<file path="config.mk">
export PLATFORM = sky130hd
export DESIGN_NAME = bblur_out
export DESIGN_NICKNAME = d
export VERILOG_FILES = /design/src/rtl/bblur_pkg.sv /design/src/rtl/bblur_out.sv
export SDC_FILE = /design/constraint.sdc
export NUM_CORES = 1
export LEC_CHECK = 0
export ABC_AREA = 1
export BUFFER_PORTS_ARGS = -buffer_cell sky130_fd_sc_hd__buf_4
export CAP_MARGIN = 5
export CORE_ASPECT_RATIO = 1.25
export CORE_UTILIZATION = 45
export DETAILED_ROUTE_END_ITERATION = 12
export GPL_ROUTABILITY_DRIVEN = 0
export PLACE_DENSITY = 0.76
export SLEW_MARGIN = 20
export SYNTH_ARGS = -nofsm -noshare
export SYNTH_HDL_FRONTEND = slang
export SYNTH_SLANG_ARGS = --single-unit
</file>
<file path="constraint.sdc">
create_clock -name clk_i -period 13.5 [get_ports clk_i]
set_clock_uncertainty 0.2 [all_clocks]
set_input_delay 0.675 -clock clk_i [delete_from_list [all_inputs] [get_ports clk_i]]
set_output_delay 0.675 -clock clk_i [all_outputs]
set_load 0.01 [all_outputs]
</file>
<file path="src/rtl/bblur_pkg.sv">
// ----------------------------------------------------------------------------
// bblur_pkg
// Shared widths, constants and types of the 3x3 clamped box blur.
// ----------------------------------------------------------------------------
package bblur_pkg;

  localparam int PixW     = 8;
  localparam int CfgW     = 11;
  localparam int CoordW   = 10;
  localparam int ColSumW  = 10;
  localparam int SumW     = 12;
  localparam int RegAddrW = 3;
  localparam int DataW    = 32;
  localparam int LineW    = 2 * PixW;
  localparam int NumSlots = 4;
  localparam int WinSize  = 9;

  // floor(s / 9) == (s * 7282) >> 16 for every s below 9 * 256
  localparam int                RecipW     = 13;
  localparam logic [RecipW-1:0] RecipNine  = 13'd7282;
  localparam int                RecipShift = 16;
  localparam int                ProdW      = SumW + RecipW;

  localparam logic [CfgW-1:0] SizeReset = 11'd1024;

  typedef enum logic {
    REG_IMAGE_WIDTH  = 1'b0,
    REG_IMAGE_HEIGHT = 1'b1
  } reg_idx_e;

  typedef struct packed {
    logic [SumW-1:0]   sum;
    logic [CoordW-1:0] col;
    logic [CoordW-1:0] row;
    logic              eof;
  } res_slot_t;

  typedef struct packed {
    logic [NumSlots-1:0]      valid;
    res_slot_t [NumSlots-1:0] slot;
  } res_bundle_t;

endpackage

</file>
<file path="src/rtl/bblur_out.sv">
// ----------------------------------------------------------------------------
// bblur_out
// Result bundle register, divide by nine and output register. Drains one
// result per cycle in slot order unless the output is stalled.
// ----------------------------------------------------------------------------
module bblur_out (
  input  logic                         clk_i,
  input  logic                         rst_ni,
  input  logic                         load_i,
  input  bblur_pkg::res_bundle_t       bundle_i,
  output logic                         free_o,
  input  logic                         out_ready_i,
  output logic                         out_valid_o,
  output logic [bblur_pkg::PixW-1:0]   blurred_value_o,
  output logic [bblur_pkg::CoordW-1:0] out_col_o,
  output logic [bblur_pkg::CoordW-1:0] out_row_o,
  output logic                         last_of_run_o,
  output logic                         end_of_frame_o
);

  localparam int NumSlots = bblur_pkg::NumSlots;
  localparam int ProdW    = bblur_pkg::ProdW;
  localparam int PixW     = bblur_pkg::PixW;
  localparam int CoordW   = bblur_pkg::CoordW;

  logic [NumSlots-1:0]                 mask_q, mask_d, mask_left;
  bblur_pkg::res_slot_t [NumSlots-1:0] slot_q;
  logic [$clog2(NumSlots)-1:0]         sel;
  bblur_pkg::res_slot_t                pick;
  logic [ProdW-1:0]                    prod;
  logic                                take, pop;

  logic              out_valid_q, out_valid_d;
  logic [PixW-1:0]   value_q;
  logic [CoordW-1:0] col_q, row_q;
  logic              last_q, eof_q;

  always_comb begin
    if (mask_q[0]) begin
      sel = 2'd0;
    end else if (mask_q[1]) begin
      sel = 2'd1;
    end else if (mask_q[2]) begin
      sel = 2'd2;
    end else begin
      sel = 2'd3;
    end
  end

  assign pick      = slot_q[sel];
  assign prod      = ProdW'(pick.sum) * ProdW'(bblur_pkg::RecipNine);
  assign take      = !out_valid_q || out_ready_i;
  assign pop       = take && (mask_q != '0);
  assign mask_left = mask_q & ~(NumSlots'(1) << sel);
  assign free_o    = (mask_q == '0) || (pop && (mask_left == '0));

  always_comb begin
    mask_d = mask_q;
    if (pop) begin
      mask_d = mask_left;
    end
    if (load_i) begin
      mask_d = bundle_i.valid;
    end
  end

  always_comb begin
    out_valid_d = out_valid_q;
    if (pop) begin
      out_valid_d = 1'b1;
    end else if (out_ready_i) begin
      out_valid_d = 1'b0;
    end
  end

  always_ff @(posedge clk_i or negedge rst_ni) begin
    if (!rst_ni) begin
      mask_q      <= '0;
      out_valid_q <= 1'b0;
    end else begin
      mask_q      <= mask_d;
      out_valid_q <= out_valid_d;
    end
  end

  always_ff @(posedge clk_i) begin
    if (load_i) begin
      slot_q <= bundle_i.slot;
    end
    if (pop) begin
      value_q <= prod[bblur_pkg::RecipShift +: PixW];
      col_q   <= pick.col;
      row_q   <= pick.row;
      last_q  <= (mask_left == '0);
      eof_q   <= pick.eof;
    end
  end

  assign out_valid_o     = out_valid_q;
  assign blurred_value_o = value_q;
  assign out_col_o       = col_q;
  assign out_row_o       = row_q;
  assign last_of_run_o   = last_q;
  assign end_of_frame_o  = eof_q;

endmodule

</file>
# Word-level counts from Yosys, hierarchy flattened

Index checks and enable logic that the tools add are counted.

Output and inout bits: 32
Bits in registers: 167
Word-level logic and storage cells: 47
Input bits: 140

Muxes and demuxes: 9
Bitwise logic cells: 2
Reductions and logical operators: 10
$lt $le $gt $ge: 1
Multipliers: 1
Shift operators: 1

Operator list:

| kind                                                                  | count |
|---|---|
| 33-bit binary-select mux with 2-bit select                            | 1 |
| 33-bit 2-to-1 mux                                                     | 1 |
| 12-bit by 12-bit multiplier with 23-bit output, second input constant | 1 |
| 4-bit zero test                                                       | 2 |
| 4-bit 2-to-1 mux                                                      | 2 |
| 4-bit bitwise AND                                                     | 1 |
| 2-bit 2-to-1 mux                                                      | 2 |
| 4-bit NOT                                                             | 1 |
| 2-bit nonzero test                                                    | 2 |
| 4-bit nonzero test                                                    | 1 |
| 1-bit by 2-bit left shift with 4-bit output, first input constant     | 1 |
| 2-bit by 3-bit < comparator with 1-bit output, second input constant  | 1 |
| 1-bit 2-to-1 mux                                                      | 3 |
| 1-bit logical AND                                                     | 2 |
| 1-bit logical OR                                                      | 2 |
| 1-bit zero test                                                       | 1 |

# Longest topological paths before layout

Gate-level depths: netlist of the first run.

Word-level depth: 9
Gate-level depth with buffers: 27

# Worst setup path before layout of the first run

No wires, ideal clock.

Path kind: reg2reg
Start point: register mask_q[0]
End point: register value_q[6] (netlist: blurred_value_o[6]), data pin
Cell stages (with the launch flop): 23
Required time: 13.048 ns
Path buffers: 1
Path slack: 8.107 ns
Clock period less this slack: 5.393 ns
Arrival time: 4.941 ns
Library setup time: 0.252 ns
Cell sequence: dfrtp_1 clkbuf_1 or2_2 o211ai_1 inv_1 a221oi_1 inv_1 fa_1 ha_1 inv_1 fa_1 fa_1 inv_1 ha_1 ha_1 a21oi_1 o21ai_0 inv_1 nor2_1 a2111oi_0 nand2_1 nand2_1 nand2_1

Cells in the longest elaborated chain, start to end: 4

RTL lines:

| item                                           | line            | source |
|---|---|---|
| from (decl)                                    | bblur_out.sv:26 | `logic [NumSlots-1:0] mask_q, mask_d, mask_left;` |
| from (signal assigned)                         | bblur_out.sv:81 | `mask_q <= mask_d;` |
| 2-bit 2-to-1 mux                               | bblur_out.sv:39 | `if (mask_q[0]) begin` |
| 33-bit binary-select mux with 2-bit select     | bblur_out.sv:50 | `assign pick = slot_q[sel];` |
| 33-bit 2-to-1 mux (not written as such)        | bblur_out.sv:50 |  |
| 12-bit by 12-bit multiplier with 23-bit output | bblur_out.sv:51 | `assign prod = ProdW'(pick.sum) * ProdW'(bblur_pkg::RecipNine);` |
| via prod[22]                                   | bblur_out.sv:30 | `logic [ProdW-1:0] prod;` |
| to (signal assigned)                           | bblur_out.sv:91 | `value_q <= prod[bblur_pkg::RecipShift +: PixW];` |
| to (decl)                                      | bblur_out.sv:34 | `logic [PixW-1:0] value_q;` |

The timed path passes the listed nets, and every way through them passes these cells. The select of a mux whose other input is x is not followed.
A chain may end at the register's enable or synchronous reset.

# Final worst setup path of the first run

Start point: register mask_q[0]
End point: register value_q[4] (netlist: blurred_value_o[4]), data pin

The elaborated chain is that of the path after synthesis.

==> results list, run 1 <==
- Headroom to the max-slew limit came out at 33.7%.
* CP Max Fanout: 35
* Crit path arrival time: 6420 ps
- The number of antenna diodes in the final layout is 0.
- A synthesized cell averages 12.5 um^2.
- Counting along the longest clock path gives a buffer depth of 2.
- Required time reported for the critical path endpoint: 13480 ps
- In the global route stage, overall resource usage came out at 20.5%.
- The number of antenna violations at the first check in global routing came to 0.
- Master cell of the clock root buffer: sky130_fd_sc_hd__clkbuf_16
* Clock transition at path regs: 80 ps
* Wire length per cell: 16.8 um
- The flow ran to the end, and the final reports show no timing, DRC or antenna violations.
- Die height: 154 um
- Least-Margin Pin Slew: 992 ps
- IO Port Bufs: 171
- Die footprint: 19100 um^2
- After synthesis, the largest area contributor takes up 58.3% of total cell area.
- STA classifies the critical path startpoint as a flop.
- Setup violations remaining at the end of the flow were counted as 0.
* Unrepaired setup endpoints after global routing: no
- CTS built an H-tree with a depth of 4.
- Most frequent cell after synthesis: sky130_fd_sc_hd__edfxtp_1
- The core region is 18200 um^2.
- Clock Sink Count: 167
* Filler instances: 1478
- Min-delay worst type: in -> reg
- Number of primary I/O pins: 172
- Counting distinct cell types in the post-synthesis netlist gives 46.
* Vias post-DR: 5560
* GR Overflow Total: 0
- In the final layout, the share of cells above drive strength 1 is 26.5%.
- The total count of hold-check failures in the final report was 0.
- Std-Cell Rows: 55
- The number of global-route vias before repair came to 5864.
- Max incr delay on CP: 540 ps
- In the routed layout, each cell is associated on average with a via count of 5.11.
* Clock period minus worst slack: 6440 ps
- Reg-to-reg slack, setup: 7060 ps
- The net count of the finished layout is 1079.
- Post-synth top flop: sky130_fd_sc_hd__edfxtp_1
- Achievable frequency: 155 MHz
- By count the netlist is led by sky130_fd_sc_hd__edfxtp_1, sky130_fd_sc_hd__nand2_1, sky130_fd_sc_hd__inv_1, sky130_fd_sc_hd__ha_1, sky130_fd_sc_hd__nor2_1.
- STA classifies the critical path endpoint as a flop.
- The final critical path takes up 47.7% of the cycle.
- Pre-CTS WS: 7060 ps
- TritonCTS built the clock tree.
- From left edge to right edge, the die measures 124 um.
- Post-route worst setup slack: 7060 ps
- Synthesis produced a netlist whose cell count is 666.
- Dominant cell type by area after synthesis: sky130_fd_sc_hd__edfxtp_1
* Total wire length: 18.3 mm
* YS warnings: 0
* DR pass1 iterations: 4
- For this run, the register share of the synthesized area comes to 59.8%.
* Area growth, synth to finish: 25.6%
- Number of buffers inserted during clock tree synthesis: 17
- Worst setup path category: reg -> reg
- The first global-routing pass estimated 29.1 mm of wire.
* Netlist area before placement: 8350 um^2
- Synthesis inferred 167 register bits.
- Number of max-cap violations: 0
- Drt first-iter violations: 379
- Slowest library cell on the worst path: sky130_fd_sc_hd__fa_1
- Once detail routing completed, the nets flagged for antenna violations numbered 0.
- Pin count of the biggest net entering global routing: 71
- EDFF count, synth: 162
* Post-CTS setup buffer count: 0
- The HPWL after detailed placement is 13.5 mm.
* Mapped Nets: 899
- Clock latency on the worst-skew pair, taken at its later pin, is 440 ps.
- By area the synthesized netlist is led by sky130_fd_sc_hd__edfxtp_1, sky130_fd_sc_hd__ha_1, sky130_fd_sc_hd__fa_1.
- Setup total negative slack on the finished layout was measured at 0 ps.
- In the routed design, unresolved DRC markers number 0.
* Pins over their slew limit: 0
- Of all flip-flops after synthesis, the portion carrying an async set or reset was 2.99%.
- For this configuration, the core starts out at a cell density of 46.0%.
[what timing repair did]
item	4_1_cts	5_1_grt
endpoints found under the setup margin	0	0
hold buffers	1	0
endpoints found under the hold margin	5	0
resized for setup	0	0
[registers in the layout, summed over array words and instances, names as in the netlist]
register,cells
out_row_o,10
last_of_run_o,1
mask_q,4
slot_q,132
out_valid_o,1
end_of_frame_o,1
blurred_value_o,8
out_col_o,10
[placed cells by master (no fill, tap or decap), drive strengths merged]
cell type    count
buf            175
edfxtp         162
nand2          113
inv             94
ha              68
nor2            42
o21ai           39
o211ai          27
fa              25
a21oi           23
clkbuf          17
nand3           11
xor2            11
clkinv           8
o21bai           5
dfrtp            5
o22ai            5
xnor2            4
or2              4
mux2i            3
a221oi           3
nor3             3
a22o             2
o21a             2
a31oi            2
a21o             1
a2111oi          1
nand4            1
a21boi           1
o31ai            1
dlygate4sd3      1
[kinds of logic (layout without fill, tap and decap cells)]
| group | Yosys count | count (layout) | synth area share, % |
|---|---|---|---|
| AO/OA/AOI/OAI | 112 | 112 | 8.65 |
| XOR/XNOR | 15 | 15 | 1.66 |
| adder cells (fa/ha/maj) | 93 | 93 | 16.2 |
| buffers and inverters | 102 | 295 | 4.94 |
| flip-flops | 167 | 167 | 59.8 |
| multiplexers | 3 | 3 | 0.360 |
| AND/OR/NAND/NOR | 174 | 174 | 8.45 |
[worst max-delay path, delay by kind of cell, from the launching register on]
kind | cells | cell delay [ps]
AOI/OAI and AO/OA | 6 | 980
adders and majority gates | 6 | 2640
buffers and inverters | 8 | 1230
DFF | 1 | 390
and+or+nand+nor | 5 | 730
[path summary, 6_finish.rpt]
kind / start / to / cells after the start
hold / removal: bundle_i[6] / slot_q[6] / 1
setup reg to reg: mask_q[0] / blurred_value_o[4] / 25
max in group asynchronous: rst_ni / out_valid_o / 2
min in group asynchronous: rst_ni / mask_q[2] / 2
hold reg to reg: slot_q[67] / out_row_o[0] / 2
setup / recovery: mask_q[0] / blurred_value_o[4] / 25
[routing by layer]
layer | vias to the layer above | GRT usage [%] | wire [um]
met3 | 34 | 6.01 | 1300
met5 | - | 0 | 0
li1 | 2684 | - | -
met4 | 0 | 8.49 | 487
met1 | 2638 | 22.5 | 6570
met2 | 204 | 36.4 | 9900
[per-stage QoR]
stage	std cells	hold WS, ps	cell area, um^2	utilization [%]
after global placement	1054	280	9880	54.4
final	1087	211	10500	57.7
after detailed placement	1054	281	9880	54.4
after CTS	1087	201	10500	57.7
after global routing	1087	199	10500	57.7
after floorplan	666	179	8350	-
[final cells by class]
type / instances / area (um^2) / area share (%)
Timing Repair Buffer: 176 / 1320 / 12.6
Tap cell: 228 / 285 / 2.72
Clock buffer: 17 / 425 / 4.06
Sequential cell: 167 / 4990 / 47.6
Multi-Input combinational cell: 397 / 2960 / 28.2
Clock inverter: 15 / 174 / 1.66
Inverter: 87 / 333 / 3.17
Power of run 1 is left out: the tool's default activity adds up to more than one toggle a clock period on the data nets, which glitch-free logic cannot reach.
==> inputs of run 2 (changes only) <==
--- a/config.mk
+++ b/config.mk
@@ -5,14 +5,14 @@
 export SDC_FILE = /design/constraint.sdc
 export NUM_CORES = 1
 export LEC_CHECK = 0
-export ABC_AREA = 1
+export ABC_AREA = 0
 export BUFFER_PORTS_ARGS = -buffer_cell sky130_fd_sc_hd__buf_4
 export CAP_MARGIN = 5
 export CORE_ASPECT_RATIO = 1.25
 export CORE_UTILIZATION = 45
 export DETAILED_ROUTE_END_ITERATION = 12
 export GPL_ROUTABILITY_DRIVEN = 0
-export PLACE_DENSITY = 0.76
+export PLACE_DENSITY = 0.78
 export SLEW_MARGIN = 20
 export SYNTH_ARGS = -nofsm -noshare
 export SYNTH_HDL_FRONTEND = slang
==> constraint.sdc (replaced) <==
create_clock -name clk_i -period 5.5 [get_ports clk_i]
set_clock_uncertainty 0.2 [all_clocks]
set_input_delay 0.275 -clock clk_i [delete_from_list [all_inputs] [get_ports clk_i]]
set_output_delay 0.275 -clock clk_i [all_outputs]
set_load 0.01 [all_outputs]
==> run 2 against run 1 <==
Maximum frequency is 17% higher. Global-route usage is 4.6 points higher. Sequential cell count stayed put. Area after synthesis is 0.39% lower. Die area is 0.38% lower. Sequential share of layout area is 7.4 points lower. First-iteration DRC count is 5.5% higher. Via count is 15% higher. Routed wire length is 30% higher. The flow now finishes with violations (setup timing). Non-clock buffer count is 177 higher. Critical endpoint unchanged.
==> results list, run 2 <==
* Startpoint of the most critical register-to-register path: mask_q[2]
- In this run the deepest clock path goes through 2 buffers.
- Max-cap violations in this run came to 0.
- Sw Share: 39.9%
- The initial utilization of the core area, before any placement, comes to 46.0%.
- In this run, synthesis inferred 162 flip-flops with an integrated enable.
* Number of flip-flops in the largest register: 132
* Total wire length: 23.8 mm
- In this run, the combinational gates consume 60.5% of the power.
* Worst hold stages: 4
* Clock power frac: 16.6%
* Complex-gate fraction of the synthesized area: 8.32%
- In the synthesized netlist, the number of instances is 616.
- Synthesized-area fraction occupied by adder cells: 16.6%
* Final setup vio count: 2
* Post-route worst setup slack: -20.3 ps
- TritonCTS built the clock tree.
- At the end of the flow, the number of nets in the layout was 1201.
* YS warnings: 0
* Top library cells by usage in the layout, fill and taps aside: sky130_fd_sc_hd__buf_4, sky130_fd_sc_hd__edfxtp_1, sky130_fd_sc_hd__dlygate4sd3_1
- Among all flip-flop cells after synthesis, the most frequent one is sky130_fd_sc_hd__edfxtp_1.
- Setup TNS after final layout: -26.6 ps
- Final HPWL DP: 13.5 mm
- Overall power: 7.46 mW
- Hold Crit Start: out_ready_i
* Sequential element share of the synthesized area: 60.0%
- Flops & latches, synth: 167
* Crit path arrival time: 5490 ps
- Final core utilization: 68.6%
- For the worst flop-to-flop path, the logic depth is 24.
* Power density relative to cell area: 601 nW/um^2
- Wire length per cell: 19.6 um
- Largest vdd supply drop: 0.612 mV
- Mapped Nets: 849
- Slowest library cell on the worst path: sky130_fd_sc_hd__dfrtp_4
* Most instantiated cells after synthesis: sky130_fd_sc_hd__edfxtp_1, sky130_fd_sc_hd__ha_1, sky130_fd_sc_hd__inv_1, sky130_fd_sc_hd__a21oi_1, sky130_fd_sc_hd__nand2_1
* Worst-skew pair later-pin latency: 430 ps
* Synth async-reset ratio: 2.99%
- The number of antenna violations at the first check in global routing came to 1.
- CTS placed an instance of sky130_fd_sc_hd__clkbuf_16 at the clock tree root.
- In this run, distinct cell masters in the synthesized netlist total 47.
- Most frequent cell after synthesis: sky130_fd_sc_hd__edfxtp_1
* Required time reported for the critical path endpoint: 5470 ps
- GR Overflow Total: 0
- Least-Margin Pin Slew: 1080 ps
- In this run the number of H-tree levels came out at 4.
- Min-delay worst type: in -> reg
- Counting the buffers created by CTS gives 17.
- Antenna-violating nets left: 0
- Switching pwr: 2.97 mW
- sky130_fd_sc_hd__edfxtp_1 takes more of the synthesized area than any other cell.
- IO Port Bufs: 171
- In this run the static leakage power is 5.23 nW.
* Area used by multi-input combinational logic: 3280 um^2
- Total routing usage reported by global routing: 25.1%
- Number of primary I/O pins: 172
- Achievable frequency: 181 MHz
- For this run, design rule violations remaining after detail routing come to 0.
- Each instance of the synthesized netlist takes up on average 13.5 um^2.
* Final Hold Vio Count: 0
- Share of post-route cells with drive strength above 1: 30.8%
* Clock transition at path regs: 80 ps
* Violated checks: setup timing
- On the worst path, the slowest cell contributes a delay of 510 ps.
* Worst-case headroom to the max-slew limit: 27.8%
* DR pass1 iterations: 5
- The number of global-route vias before repair came to 6825.
- Entering global routing, the biggest net connects 89 pins.
- Xor/xnor cell area share of the yosys netlist: 1.88%
- The floorplan step defined a core boundary enclosing 18100 um^2.
- Std-Cell Rows: 55
* Filler instances: 1119
* Leading post-synthesis cells by cell area: sky130_fd_sc_hd__edfxtp_1, sky130_fd_sc_hd__ha_1, sky130_fd_sc_hd__fa_1
- Share of Yosys cell area claimed by the top area cell type: 58.5%
* Worst setup path startpoint: mask_q[2]
- Internal power comes to 4.48 mW.
- Sequential cells burn 22.9% of the power.
* Clock Sink Count: 167
* Drt first-iter violations: 400
- The die covers 19000 um^2.
* Post-route clock period utilization: 100%
- Result of the run: complete, but fails checks
- Chip width: 124 um
- Die height: 154 um
- Combinational family with the most area after synthesis: adder cells
* Netlist area before placement: 8320 um^2
- Kind of start point of the critical path: flop
- The critical path in this run is classified as reg -> reg.
- The sequential cells in the finished layout cover a total of 5000 um^2.
- Cells traversed along the worst timing path: buf_6 > buf_8 > mux2i_1 > o21ai_1 > mux2i_1 > buf_4 > buf_4 > inv_2 > xnor2_2 > ha_1 > o21bai_2 > ha_4 > ha_1 > inv_1 > fa_1 > fa_1 > inv_1 > ha_4 > o21a_1 > o211ai_1 > a31oi_1 > nor4b_2 > a211oi_2 > xor2_1
* Pins over their slew limit: 0
* Global-route wire length before repair: 34.9 mm
* Multiplexer share of the synthesized area: 3.73%
- CP Max Fanout: 10
- Across all layers, the routed design uses 6402 vias.
- After Yosys synthesis, and, or, nand and nor cells account for 5.79% of the synthesized area.
- Setup repair after global routing could not meet its margin everywhere.
- Ranked by flip-flop count, first place goes to slot_q.
- Kind of capture point of the worst setup path: flop
* Area growth, synth to finish: 49.3%
- Leading cell type in the layout, fill and taps excluded: sky130_fd_sc_hd__buf_4
* Clock period minus worst slack: 5520 ps
- Average vias per placed instance: 5.29
## run 2: cells by family (layout without fill, tap and decap cells)
logic type	count (synthesis)	in the layout
DFF	167	167
AOI/OAI and AO/OA	117	117
and+or+nand+nor	110	110
adders and majority gates	96	96
buffers and inverters	78	443
muxes	31	31
xor gates and xnor gates	17	17
other	0	1
## run 2: power groups by stage
stage	sequential (mW)	clock, mW	combinational [mW]
5_1_grt	1.72	1.31	4.98
3_3_place_gp	1.72	0	3.27
2_1_floorplan	1.74	0	2.38
3_5_place_dp	1.73	0	3.33
4_1_cts	1.70	1.23	3.56
6_report	1.71	1.24	4.51
## run 2: worst paths after layout
path,endpoint,slack [ps]
min,mask_q[0],70
max,blurred_value_o[4],-20
max reg2reg,blurred_value_o[4],-20
min in group asynchronous,mask_q[3],620
max in group asynchronous,mask_q[2],4210
min reg2reg,out_col_o[8],330
## run 2: final cells by class
class                      instances  share of cell area (%)
antenna                            1                  0.0202
clock buffer                      17                    3.43
clock inverter                    15                    1.43
inverter                          58                    1.75
multi-input combinational        371                    26.4
sequential                       167                    40.2
tap                              228                    2.30
timing repair buffer             353                    24.5
## run 2: routing by layer
layer / up-vias / part of all wire [%] / global-route usage [%]
met2: 308 / 53 / 45.2
met5: - / 0 / 0
met1: 3093 / 37 / 27.3
met3: 75 / 5.7 / 6.31
li1: 2926 / - / -
met4: 0 / 4.0 / 11.1
## run 2: metrics by stage
step                      cells  hold WS [ps]  cell area, um^2  setup WS [ps]
after global placement     1024          -108            10000          -11.0
after detailed placement   1024          -109            10000          -82.3
after global routing       1209           130            12400           -180
after floorplan             616          -221             8330           27.2
after CTS                  1200          55.8            12100          0.349
final                      1210          72.7            12400          -20.3
## run 2: repair_timing
| item | in CTS | in global routing |
|---|---|---|
| setup buffers | 6 | 8 |
| gates resized for setup | 6 | 45 |
| pin swaps | 4 | 30 |
| endpoints found under the hold margin | 141 | 0 |
| hold buffers | 138 | 0 |
| endpoints found under the setup margin | 5 | 8 |
## run 2: worst max-delay path: cells and delay by family, from the launching register on
kind,cells,cell delay [ps]
and+or+nand+nor,1,320
xor gates and xnor gates,2,320
buffers and inverters,7,700
adders and majority gates,6,1890
AOI/OAI and AO/OA,6,900
muxes,2,390
DFF,1,510
Power figures use the tool's default switching activity.
