File: src/rtl/bblur_pkg.sv
// ----------------------------------------------------------------------------
// bblur_pkg
// Shared widths, constants and types of the 3x3 clamped box blur.
// ----------------------------------------------------------------------------
package bblur_pkg;

  localparam int PixW     = 8;
  localparam int CfgW     = 11;
  localparam int CoordW   = 10;
  localparam int ColSumW  = 10;
  localparam int SumW     = 12;
  localparam int RegAddrW = 3;
  localparam int DataW    = 32;
  localparam int LineW    = 2 * PixW;
  localparam int NumSlots = 4;
  localparam int WinSize  = 9;

  // floor(s / 9) == (s * 7282) >> 16 for every s below 9 * 256
  localparam int                RecipW     = 13;
  localparam logic [RecipW-1:0] RecipNine  = 13'd7282;
  localparam int                RecipShift = 16;
  localparam int                ProdW      = SumW + RecipW;

  localparam logic [CfgW-1:0] SizeReset = 11'd1024;

  typedef enum logic {
    REG_IMAGE_WIDTH  = 1'b0,
    REG_IMAGE_HEIGHT = 1'b1
  } reg_idx_e;

  typedef struct packed {
    logic [SumW-1:0]   sum;
    logic [CoordW-1:0] col;
    logic [CoordW-1:0] row;
    logic              eof;
  } res_slot_t;

  typedef struct packed {
    logic [NumSlots-1:0]      valid;
    res_slot_t [NumSlots-1:0] slot;
  } res_bundle_t;

endpackage

File: src/rtl/bblur_window.sv
// ----------------------------------------------------------------------------
// bblur_window
// 3x3 window registers and clamped neighborhood sums for the up to four
// results that one pixel releases.
// ----------------------------------------------------------------------------
module bblur_window #(
  parameter int ColW = 10,
  parameter int RowW = 10
) (
  input  logic                       clk_i,
  input  logic                       rst_ni,
  input  logic                       shift_i,
  input  logic [bblur_pkg::PixW-1:0] pix_i,
  input  logic [bblur_pkg::PixW-1:0] prev_i,
  input  logic [bblur_pkg::PixW-1:0] older_i,
  input  logic [ColW-1:0]            col_i,
  input  logic [RowW-1:0]            row_i,
  input  logic                       last_col_i,
  input  logic                       last_row_i,
  output bblur_pkg::res_bundle_t     bundle_o
);

  localparam int PixW    = bblur_pkg::PixW;
  localparam int ColSumW = bblur_pkg::ColSumW;
  localparam int SumW    = bblur_pkg::SumW;
  localparam int CoordW  = bblur_pkg::CoordW;
  localparam int WinSize = bblur_pkg::WinSize;

  logic [PixW-1:0]    win_q [WinSize];
  logic [PixW-1:0]    win_d [WinSize];
  logic [ColSumW-1:0] up    [3];
  logic [ColSumW-1:0] lo    [3];
  logic               r_zero, r_one, c_zero, c_one;
  logic [ColW-1:0]    col_m1;
  logic [RowW-1:0]    row_m1;

  always_comb begin
    for (int i = 0; i < 6; i++) begin
      win_d[i] = win_q[i+3];
    end
    win_d[6] = older_i;
    win_d[7] = prev_i;
    win_d[8] = pix_i;
  end

  always_ff @(posedge clk_i or negedge rst_ni) begin
    if (!rst_ni) begin
      for (int i = 0; i < WinSize; i++) begin
        win_q[i] <= '0;
      end
    end else if (shift_i) begin
      for (int i = 0; i < WinSize; i++) begin
        win_q[i] <= win_d[i];
      end
    end
  end

  assign r_zero = (row_i == '0);
  assign r_one  = (row_i == RowW'(1));
  assign c_zero = (col_i == '0);
  assign c_one  = (col_i == ColW'(1));
  assign col_m1 = col_i - ColW'(1);
  assign row_m1 = row_i - RowW'(1);

  // column sums: upper pass clamps top on row 1, lower pass clamps bottom (and top on row 0)
  always_comb begin
    for (int k = 0; k < 3; k++) begin
      up[k] = ColSumW'(r_one ? win_d[3*k+1] : win_d[3*k])
            + ColSumW'(win_d[3*k+1]) + ColSumW'(win_d[3*k+2]);
      lo[k] = ColSumW'(r_zero ? win_d[3*k+2] : win_d[3*k+1])
            + (ColSumW'(win_d[3*k+2]) << 1);
    end
  end

  always_comb begin
    bundle_o.valid[0] = !r_zero && !c_zero;
    bundle_o.valid[1] = !r_zero && last_col_i;
    bundle_o.valid[2] = last_row_i && !c_zero;
    bundle_o.valid[3] = last_row_i && last_col_i;

    bundle_o.slot[0].sum = SumW'(c_one ? up[1] : up[0]) + SumW'(up[1]) + SumW'(up[2]);
    bundle_o.slot[0].col = CoordW'(col_m1);
    bundle_o.slot[0].row = CoordW'(row_m1);
    bundle_o.slot[0].eof = 1'b0;

    bundle_o.slot[1].sum = SumW'(c_zero ? up[2] : up[1]) + (SumW'(up[2]) << 1);
    bundle_o.slot[1].col = CoordW'(col_i);
    bundle_o.slot[1].row = CoordW'(row_m1);
    bundle_o.slot[1].eof = 1'b0;

    bundle_o.slot[2].sum = SumW'(c_one ? lo[1] : lo[0]) + SumW'(lo[1]) + SumW'(lo[2]);
    bundle_o.slot[2].col = CoordW'(col_m1);
    bundle_o.slot[2].row = CoordW'(row_i);
    bundle_o.slot[2].eof = 1'b0;

    bundle_o.slot[3].sum = SumW'(c_zero ? lo[2] : lo[1]) + (SumW'(lo[2]) << 1);
    bundle_o.slot[3].col = CoordW'(col_i);
    bundle_o.slot[3].row = CoordW'(row_i);
    bundle_o.slot[3].eof = 1'b1;
  end

endmodule

File: config.mk
export PLATFORM = sky130hd
export DESIGN_NAME = bblur_window
export DESIGN_NICKNAME = d
export VERILOG_FILES = /design/src/rtl/bblur_pkg.sv /design/src/rtl/bblur_window.sv
export SDC_FILE = /design/constraint.sdc
export NUM_CORES = 1
export LEC_CHECK = 0
export ABC_AREA = 0
export BUFFER_PORTS_ARGS = -buffer_cell sky130_fd_sc_hd__buf_2
export CAP_MARGIN = 20
export CORE_ASPECT_RATIO = 1.5
export CORE_MARGIN = 1
export CORE_UTILIZATION = 61
export DETAILED_ROUTE_END_ITERATION = 16
export HOLD_SLACK_MARGIN = 0.06
export PLACE_DENSITY = 0.95
export RECOVER_POWER = 50
export SYNTH_ARGS = -nofsm -noshare
export SYNTH_HDL_FRONTEND = slang
export SYNTH_SLANG_ARGS = --single-unit
File: constraint.sdc
create_clock -name clk_i -period 8.2 [get_ports clk_i]
set_clock_uncertainty 0.05 [all_clocks]
set_input_delay 0.41 -clock clk_i [delete_from_list [all_inputs] [get_ports clk_i]]
set_output_delay 0.41 -clock clk_i [all_outputs]
set_load 0.01 [all_outputs]
# Yosys cells after proc, flatten, opt, wreduce, memory -nomap -nowiden
# Index checks and enable logic that the tools add are counted.
[totals]
inputBits = 49
out_inout_bits = 136
register_bits = 48
[op_classes]
reduce_logical = 8
mux = 10
eq_ne = 2
n_addsub = 17
[op_table]
columns = ["cell", "count"]
rows = [
  ["$mux 8", 6],
  ["$mux 10", 4],
  ["$add 8x9->10", 3],
  ["$add 9x8->10", 3],
  ["$add 8x8->9", 3],
  ["$add 12x10->12", 2],
  ["$eq 10x1->1 const B", 2],
  ["$logic_not 10->1", 2],
  ["$sub 10x1->10 const B", 2],
  ["$add 10x11->12", 1],
  ["$add 11x10->12", 1],
  ["$add 12x11->12", 1],
  ["$add 10x10->11", 1],
  ["$logic_and 1x1->1", 4],
  ["$logic_not 1->1", 2],
]

# Logic depth before layout (Yosys ltp)
# Gate-level depths: netlist of run 1.
[logic_depth]
ltp_word = 7
depth_mapped = 23
ltp_nobuf = 22

# Least setup slack after synthesis of run 1
# OpenSTA, ideal clock, no wires.
[synth_path]
path_kind = "in2out"
startpoint = "input port row_i[7]"
endpoint = "output port bundle_o[31] (netlist name)"
arrival_ns = 5.484
cell_stages = 20
path_buffers = 1
slack_ns = 2.256
cell_sequence = "or4_4 > nor3_2 > nand3_1 > clkbuf_1 > nor2_1 > a21oi_1 > fa_1 > inv_1 > ha_1 > fa_1 > a211oi_1 > o21bai_1 > a211o_1 > and2_1 > fa_1 > ha_1 > or3_1 > or3_1 > a221oi_1 > xnor2_1"
[synth_rtl]
columns = ["item", "line", "text"]
rows = [
  ["from (decl)", "bblur_window.sv:17", "input logic [RowW-1:0] row_i,"],
  ["to (decl)", "bblur_window.sv:20", "output bblur_pkg::res_bundle_t bundle_o"],
]

==> results of run 1 <==
## worst reg2reg max path, stage by stage, from the launching register on
cell,delay (ps)
dfrtp_1,400
inv_1,180
o21ai_0,170
## cells in the mapped netlist, drive strengths merged, types with 3 or more instances
| cell | count |
|---|---|
| a21oi | 57 |
| nor2b | 12 |
| nand4 | 3 |
| a211o | 3 |
| o21ai | 64 |
| or4 | 4 |
| fa | 53 |
| nor4 | 4 |
| or3 | 5 |
| and2 | 5 |
| dfrtp | 48 |
| o31a | 4 |
| mux2i | 8 |
| a21boi | 4 |
| ha | 83 |
| buf | 77 |
| clkbuf | 8 |
| a21o | 16 |
| o21bai | 12 |
| xor2 | 36 |
| a211oi | 18 |
| o21a | 19 |
| xnor2 | 34 |
| nand2b | 6 |
| nand3 | 13 |
| nor2 | 48 |
| mux2 | 82 |
| a31oi | 4 |
| o31ai | 4 |
| nor3 | 11 |
| inv | 85 |
| o211ai | 3 |
| o22ai | 3 |
| nand2 | 51 |
## stage by stage
step	cell area, sq um	power (mW)
after CTS	8742	4.022
after detailed placement	8593	3.778
final	8702	4.040
after global routing	8702	4.446
after floorplan	8048	2.785
after global placement	8593	3.675
## layer usage
| metal | vias up | wire, microns |
|---|---|---|
| met2 | 243 | 10830 |
| met5 | - | 0 |
| met3 | 89 | 811 |
| li1 | 3302 | - |
| met1 | 3445 | 8153 |
| met4 | 0 | 1198 |
## logic make-up (layout without fill, tap and decap cells)
logic type                 Yosys count  count (layout)
and+or+nand+nor                    170             170
DFF                                 48              48
xor gates and xnor gates            70              70
AOI/OAI and AO/OA                  219             219
other                                2               6
adders and majority gates          136             136
muxes                               91              91
buffers and inverters              170             277
## worst max-delay path by stage
stage	slack (ps)	to	cells after the start
finish	1320	bundle_o[31]	23
detailed placement	1410	bundle_o[31]	23
CTS	1380	bundle_o[31]	23
global route	1060	bundle_o[31]	23
floorplan	2260	bundle_o[31]	20
global placement	1540	bundle_o[31]	23
## repair_timing
item	4_1_cts	5_1_grt
hold buffers	0	1
resized for setup	0	0
endpoints found under the hold margin	0	12
## power breakdown
group          total, mW  leakage [nW]  switching (mW)  internal [mW]
combinational       3.53          3.56            1.96           1.56
sequential         0.303         0.567          0.0370          0.266
clock              0.211        0.0766          0.0908          0.120
## final cells by class
cell class / instances / area (sq um) / area share (%)
multi-input cells: 690 / 5958 / 68.47
flip-flops and latches: 48 / 1201 / 13.80
repair buffers: 184 / 870.8 / 10.01
inverters: 85 / 319.1 / 3.666
well taps: 159 / 198.9 / 2.286
clock buffers: 6 / 138.9 / 1.596
clock inverters: 2 / 10.01 / 0.1150
diodes: 2 / 5.005 / 0.05751
==> impl_metrics.json, run 1 <==
{
  "clock_latency_ps": 300,
  "grt-busiest-layer": "met2",
  "synth_fa_ha_area_share_pct": 26.11,
  "slew_headroom_pct": -80.01,
  "die_y_microns": 142.6,
  "grt_use_met2_pct": 55.26,
  "dieArea_sq_um": 13650,
  "grt_usage_pct": 31.28,
  "final_cell_mix": "buf_2, inv_1, ha_1",
  "layout_commonest_cell": "buf_2",
  "ys_seq_elements": 48,
  "holdPathEnd": "win_d[40]",
  "ios": 185,
  "drtIter0Drc": 422,
  "power_density_nw_per_um2": 464.3,
  "start_kind": "input port",
  "syn_inst": 906,
  "synth_top_family_by_area": "adder cells",
  "synth_area_per_cell_sq_um": 8.874,
  "placed_cells": 1164,
  "crit_type": "in2out",
  "required_ps": 7740,
  "grt_start_max_net_pins": 57,
  "via_count": 7079,
  "worstHoldPathCells": 2,
  "worstPathCellList": "buf_2, or4_4, nor3_2, nand3_1, buf_4, nor2_1, a21oi_1, fa_1, inv_1, ha_1, fa_1, a211oi_1, nor2_1, o31ai_1, nand3_1, o31ai_1, fa_1, ha_1, or3_1, or3_1, a221oi_1, xnor2_1, buf_2",
  "status": "finished, violations left",
  "timing.final.ws_setup_ps": 1324,
  "largest_reg_flops": 48,
  "peakVddDrop_mv": 0.6879,
  "core-area_sq_um": 12890,
  "synth_top_area_share_pct": 14.94,
  "timing.rr.start": "win_d[31]",
  "cts.sinks": 48,
  "dieWidth_microns": 95.74,
  "rows": 51,
  "endpoint_kind": "output pin",
  "hp-class": "in2reg",
  "muxShareOfSynthArea_pct": 12.76,
  "grt_pass1_wl_microns": 33490,
  "synth_area_sq_um": 8040,
  "yosysTopAreaCell": "dfrtp_1",
  "clock-root-buffer": "clkbuf_16",
  "clockBufferDepth": 2,
  "drv_cap": 2,
  "routabilityCongestion": 0.8853,
  "max_stage_delay_ps": 560,
  "post-route-min-period_ps": 6876,
  "post-place-ws_ps": 1414,
  "cts_tree": "built",
  "hold_start": "older_i[0]",
  "grt_pass1_vias": 7175,
  "ys_seq_area_share_pct": 14.94,
  "use_met1_pct": 35.55,
  "tns_ps": 0,
  "synth-compound-area-share_pct": 16.84,
  "wl_per_cell_microns": 17.85,
  "holdWs_ps": 309.3,
  "violations": "capacitance limit, slew limit",
  "period_share_pct": 83.86,
  "grt_antenna_before_repair": 1,
  "setup_viol": 0,
  "grt_use_met3_pct": 2.875,
  "dp_hpwl_microns": 16500,
  "synth_warnings": 0,
  "critPathMostFrequentCell": "fa_1",
  "r2r-end": "win_d[31]",
  "via_per_inst": 6.020,
  "post_cts_buffers": 0,
  "drive_above_1_share_pct": 23.15,
  "synth_area_leaders": "dfrtp_1, fa_1, ha_1",
  "fmax_ghz": 0.1454,
  "layout.cells.non_filler": 1176,
  "fillers": 1031,
  "area_delta_synth_final_pct": 8.232,
  "slowest_stage": "or4_4",
  "first_pass_iters": 5,
  "nets": 1199,
  "hold_viol": 0,
  "synth-main-ff-cell": "dfrtp_1",
  "floorplan.initialDensity_pct": 62.38,
  "wirelength_microns": 21000,
  "path_clk_slew_ps": 60,
  "async_flop_share_pct": 100.0,
  "grt-ovfl-total": 0,
  "ys_types": 56,
  "port_buffers": 180,
  "worstRegToRegCells": 2,
  "cp-startpoint": "row_i[7]",
  "crit_family": "simple AND/OR/NAND/NOR gates",
  "synth-edff-count": 0,
  "yosys.area_share.simple_pct": 10.47,
  "final_core_util_pct": 67.51,
  "postRouteAntennaNets": 0,
  "path_max_fanout": 29,
  "synth_xor_area_share_pct": 7.625,
  "cts_max_level": 2,
  "cp.buffers_inverters": 4,
  "cts_buffers": 5,
  "drc": 0,
  "rsz0062_at_grt": "false",
  "worst_slew_pin_slew_ps": 2700,
  "drv_slew": 94,
  "p_leak_nw": 4.207,
  "r2r_setup_slack_ps": 7140,
  "crit_arrival_ps": 6420
}
Note: power is estimated with default switching activity, not from simulation.
==> run 2, diff against run 1 <==
- CORE_UTILIZATION: 61 -> 57
- PLACE_DENSITY: 0.95 -> 0.9
- clock period: 8.2 -> 6.6 ns (I/O delays scaled with it)
==> run 2 against run 1 <==
Net effect:
- the run still ends with capacitance limit, slew limit left
- setup slack worse by 990 ps
- first-iteration DRC count down 40%
- critical path type unchanged
- sequential share of layout area down 0.13 points
- sequential cell count unchanged
==> impl_metrics.json, run 2 (synthesis results as in run 1) <==
{
  "status": "finished, violations left",
  "violations": "capacitance limit, slew limit",
  "slew_headroom_pct": -54.25,
  "grt_pass1_wl_microns": 33390,
  "drv_slew": 91,
  "cts_max_level": 2,
  "floorplan.initialDensity_pct": 59.13,
  "cts_buffers": 5,
  "pwr-share-clk_pct": 4.9,
  "period_share_pct": 94.99,
  "largest_reg_flops": 48,
  "crit_type": "in2out",
  "hold_viol": 0,
  "dp_hpwl_microns": 16350,
  "dieArea_sq_um": 14590,
  "postRouteAntennaNets": 0,
  "die_y_microns": 147.5,
  "drive_above_1_share_pct": 24.71,
  "drv_cap": 2,
  "holdWs_ps": 241.4,
  "via_per_inst": 5.853,
  "drc": 0,
  "grt-ovfl-total": 0,
  "fin_area_sq_um": 8786,
  "path_clk_slew_ps": 60,
  "setup_viol": 0,
  "area_delta_synth_final_pct": 9.275,
  "place_area_sq_um": 8647,
  "wl_per_cell_microns": 16.79,
  "switchingPower_mw": 2.534,
  "via_count": 6918,
  "grt_usage_pct": 28.36,
  "worst_slew_pin_slew_ps": 2314,
  "diodes": 0,
  "peakVddDrop_mv": 1.135,
  "wirelength_microns": 19840,
  "grt_pass1_vias": 7230,
  "power_frac_comb_pct": 87.5,
  "routabilityCongestion": 1.023,
  "first_pass_iters": 5,
  "start_kind": "input port",
  "power_density_nw_per_um2": 563.5,
  "grt_antenna_before_repair": 0,
  "layout_commonest_cell": "buf_2",
  "endpoint_kind": "output pin",
  "path_max_fanout": 30,
  "dieWidth_microns": 98.97,
  "required_ps": 6220,
  "post-route-min-period_ps": 6269,
  "core-area_sq_um": 13600,
  "tns_ps": 0,
  "p_leak_nw": 4.250,
  "port_buffers": 180,
  "clock_latency_ps": 290,
  "pwr-share-seq_pct": 7.6,
  "rsz0062_at_grt": "false",
  "cts_tree": "built",
  "cts.sinks": 48,
  "drtIter0Drc": 254,
  "ios": 185,
  "intPower_mw": 2.417,
  "hp-class": "in2reg",
  "clockBufferDepth": 2,
  "post_cts_buffers": 0,
  "rows": 52,
  "grt_start_max_net_pins": 57,
  "final_cell_mix": "buf_2, inv_1, ha_1",
  "crit_arrival_ps": 5890,
  "nets": 1205,
  "fmax_ghz": 0.1595,
  "p_sw_share_pct": 51.18,
  "clock-root-buffer": "clkbuf_16"
}
## run 2: cell type report
| class | count | area, sq um |
|---|---|---|
| Multi-Input combinational cell | 690 | 5998 |
| Tap cell | 162 | 202.7 |
| Fill cell | 1138 | 4812 |
| Clock buffer | 6 | 128.9 |
| Inverter | 85 | 319.1 |
| Timing Repair Buffer | 190 | 930.9 |
| Sequential cell | 48 | 1201 |
| Clock inverter | 1 | 5.005 |
## run 2: stage by stage
step | setup WS (ps) | power [mW] | util (%) | instances
after floorplan | 816.0 | 3.460 | - | 908
after global placement | 275.6 | 4.576 | 63.59 | 1172
after detailed placement | 215.3 | 4.653 | 63.59 | 1172
after CTS | 186.2 | 4.933 | 64.57 | 1179
after global routing | 2.571 | 5.517 | 64.61 | 1182
final | 330.6 | 4.951 | 64.61 | 1182
## run 2: worst paths after layout
check,startpoint,to,slack [ps],cells after the start
worst max-delay path,row_i[7],bundle_o[31],330,24
worst min-delay path,older_i[4],win_d[44],240,2
worst max register to register,win_d[55],win_d[55],5630,2
worst min register to register,win_d[68],win_d[68],460,1
max in group asynchronous,rst_ni,win_d[56],3670,3
min in group asynchronous,rst_ni,win_d[71],440,2
## run 2: repair_timing
item	4_1_cts	5_1_grt
resized for setup	0	9
hold buffers	0	1
endpoints found under the setup margin	0	1
endpoints found under the hold margin	0	8
## run 2: power groups by stage
stage               clock network, mW  logic [mW]  registers (mW)
floorplan                           0        3.10           0.363
global placement                    0        4.20           0.375
detailed placement                  0        4.27           0.379
CTS                             0.246        4.31           0.374
global route                    0.257        4.88           0.381
finish                          0.244        4.33           0.375
## run 2: critical path, stage by stage
cell      delay (ps)
buf_2            120
or4_4            550
nor3_2           170
nand3_1          160
buf_12           210
nor2_1           160
a21oi_2           60
fa_1             490
inv_1             50
ha_1             220
inv_1             80
fa_1             230
nor2b_2           70
o31a_1           280
o21a_1           200
o21a_1           180
o31ai_2          260
fa_1             470
ha_1             240
or3_1            380
or3_1            400
a221oi_2         250
xnor2_1          160
buf_2            160
## run 2: per-layer routing
| metal | routed length, microns | GRT usage [%] | vias up |
|---|---|---|---|
| li1 | - | - | 3304 |
| met1 | 7484 | 30.92 | 3288 |
| met2 | 10450 | 51.57 | 241 |
| met3 | 756 | 3.215 | 85 |
| met4 | 1154 | 18.28 | 0 |
| met5 | 0 | 0 | - |
==> run 3, diff against run 2 <==
- ABC_AREA: 0 -> 1
- CORE_UTILIZATION: 57 -> 58
==> run 3 against run 2 <==
Net effect:
- global-route usage up 2.4 points
- count of clock-buffer cells in the layout down 1
- clock power up 9.8%
- wire length up 21%
- largest cell class unchanged
- first-iteration DRC count up 98%
- die area up 7.7%
- register-to-register slack worse by 140 ps
- the flow still finishes with violations (capacitance limit, slew limit)
- design area up 7.7%
- sequential cell count unchanged
- maximum frequency up 9.9%
==> impl_metrics.json, run 3 <==
{
  "syn_inst": 1356,
  "p_leak_nw": 5.496,
  "grt_usage_pct": 30.76,
  "dieWidth_microns": 102.7,
  "cts.sinks": 48,
  "die_y_microns": 153.0,
  "post_cts_buffers": 0,
  "diodes": 0,
  "synth_most_common_cell": "nand2_1",
  "yosysTopAreaCell": "nand2_1",
  "grt_start_max_net_pins": 97,
  "ios": 185,
  "clock_latency_ps": 300,
  "worst_slew_pin_slew_ps": 3279,
  "first_pass_iters": 5,
  "layout_commonest_cell": "nand2_1",
  "grt_pass1_vias": 8350,
  "drive_above_1_share_pct": 11.38,
  "wirelength_microns": 23950,
  "grt_pass1_wl_microns": 38090,
  "synth_area_per_cell_sq_um": 6.504,
  "core-area_sq_um": 14730,
  "routabilityCongestion": 0.9521,
  "drtIter0Drc": 502,
  "final_cell_mix": "nand2_1, inv_1, buf_2",
  "async_flop_share_pct": 100.0,
  "grt-ovfl-total": 0,
  "port_buffers": 180,
  "timing.final.ws_setup_ps": 894.0,
  "synth-main-ff-cell": "dfrtp_1",
  "grt_antenna_before_repair": 0,
  "slew_headroom_pct": -118.6,
  "cts_max_level": 2,
  "path_clk_slew_ps": 70,
  "timing.rr.start": "win_d[31]",
  "wl_per_cell_microns": 14.47,
  "via_count": 8884,
  "cts_tree": "built",
  "post-route-min-period_ps": 5706,
  "fillers": 1431,
  "synth_area_leaders": "nand2_1, dfrtp_1, fa_1",
  "drc": 0,
  "area_delta_synth_final_pct": 7.278,
  "drv_cap": 2,
  "ys_types": 38,
  "post-place-ws_ps": 1045,
  "postRouteAntennaNets": 0,
  "power_density_nw_per_um2": 459.2,
  "ys_seq_elements": 48,
  "path_max_fanout": 29,
  "clockBufferDepth": 2,
  "crit_type": "in2out",
  "floorplan.initialDensity_pct": 59.88,
  "synth-edff-count": 0,
  "hold_buffers": 0,
  "ctsResizeCount": 0,
  "fmax_ghz": 0.1753,
  "r2r-end": "win_d[31]",
  "start_kind": "input port",
  "r2r_setup_slack_ps": 5490,
  "status": "finished, violations left",
  "violations": "capacitance limit, slew limit",
  "largest_reg_flops": 48,
  "clock-root-buffer": "clkbuf_16",
  "required_ps": 6220,
  "rows": 54,
  "drv_slew": 146,
  "rsz0062_at_grt": "false",
  "synth_area_sq_um": 8820,
  "ys_seq_area_share_pct": 13.62,
  "crit_arrival_ps": 5330,
  "synth_warnings": 0,
  "via_per_inst": 5.368,
  "dieArea_sq_um": 15710,
  "cts_buffers": 5,
  "setup_viol": 0,
  "dp_hpwl_microns": 20250,
  "cp-startpoint": "row_i[4]",
  "hp-class": "in2reg",
  "period_share_pct": 86.45,
  "hold_viol": 0,
  "worstRegToRegCells": 2,
  "endpoint": "bundle_o[30]",
  "peakVddDrop_mv": 0.6703,
  "endpoint_kind": "output pin",
  "tns_ps": 0,
  "nets": 1643,
  "synthTopCellsByCount": "nand2_1, inv_1, o21ai_0, ha_1, nand3_1",
  "synth_top_area_share_pct": 15.32
}
run 3: changes by cell type after synthesis, moves of 15 or more:
cell / before / now
a211oi_1: 18 / 0
o21a_1: 19 / 1
o21ai_0: 64 / 107
nand2_1: 51 / 360
o21ai_1: 0 / 15
nand3_1: 11 / 83
xnor2_1: 34 / 12
inv_1: 85 / 259
nor2_1: 48 / 69
mux2_2: 82 / 0
run 3: per-layer routing:
| layer | track usage, % | vias to the layer above | share of wire, % |
|---|---|---|---|
| met2 | 54.44 | 390 | 50 |
| met4 | 17.55 | 0 | 5.8 |
| met1 | 35.25 | 4050 | 38 |
| met3 | 2.743 | 90 | 5.9 |
| li1 | - | 4354 | - |
| met5 | 0 | - | 0 |
run 3: area by class of cell:
class,instances,area (sq um),area share (%)
multi-input cells,957,6017,63.59
flip-flops and latches,48,1201,12.70
inverters,263,987.2,10.43
repair buffers,183,859.6,9.085
well taps,196,245.2,2.592
clock buffers,5,125.1,1.322
clock inverters,3,26.28,0.2777
run 3: worst min path at each step:
stage / depth (start not counted) / endpoint / slack (ps) / startpoint
after global placement: 2 / win_d[32] / 400 / rst_ni
final: 3 / win_d[33] / 210 / prev_i[1]
after CTS: 2 / win_d[29] / 110 / rst_ni
after detailed placement: 2 / win_d[56] / 420 / rst_ni
after floorplan: 0 / win_d[24] / -20 / rst_ni
after global routing: 3 / win_d[33] / 220 / prev_i[1]
run 3: kinds of logic (layout without fill, tap and decap cells):
family	count (synthesis)	count (layout)	synth area share (%)
compound gates	202	202	11.90
flops	48	48	13.62
other cells	2	4	0.08515
buf+inv	353	454	18.24
simple gates	559	559	26.77
xor+xnor	55	55	5.462
fa+ha+maj	136	136	23.80
mux	1	1	0.1135
run 3: worst max-delay path, stage by stage:
cell and delay (ps):
buf_2 110, inv_1 140, nand3_2 140, nor2_4 130, inv_2 60, nor2_4 520
buf_4 330, o21ai_0 130, fa_1 520, inv_1 70, fa_1 410, inv_1 100
nand3_1 120, nand2_1 120, o21ai_0 70, o21ai_0 260, inv_1 100, fa_1 400
ha_1 340, inv_1 80, o21ai_0 290, a21oi_1 120, nand2_1 120, xor2_1 140
buf_2 140
run 3: stage by stage:
stage	utilization (%)	hold WS [ps]	instance area, sq um	instances	power, mW
after floorplan	-	-15.59	8827	1358	2.948
after global placement	63.64	402.6	9374	1647	3.961
after detailed placement	63.64	417.4	9374	1647	4.045
after CTS	64.67	108.3	9525	1655	4.324
after global routing	64.24	223.9	9462	1655	4.803
final	64.24	210.1	9462	1655	4.345
run 3: power breakdown:
part / switching [mW] / total [mW] / internal (mW) / leakage (nW)
Sequential: 0.0333 / 0.357 / 0.324 / 0.583
Clock: 0.124 / 0.268 / 0.144 / 0.0748
Combinational: 2.27 / 3.72 / 1.45 / 4.84
Total: 2.43 / 4.34 / 1.91 / 5.50
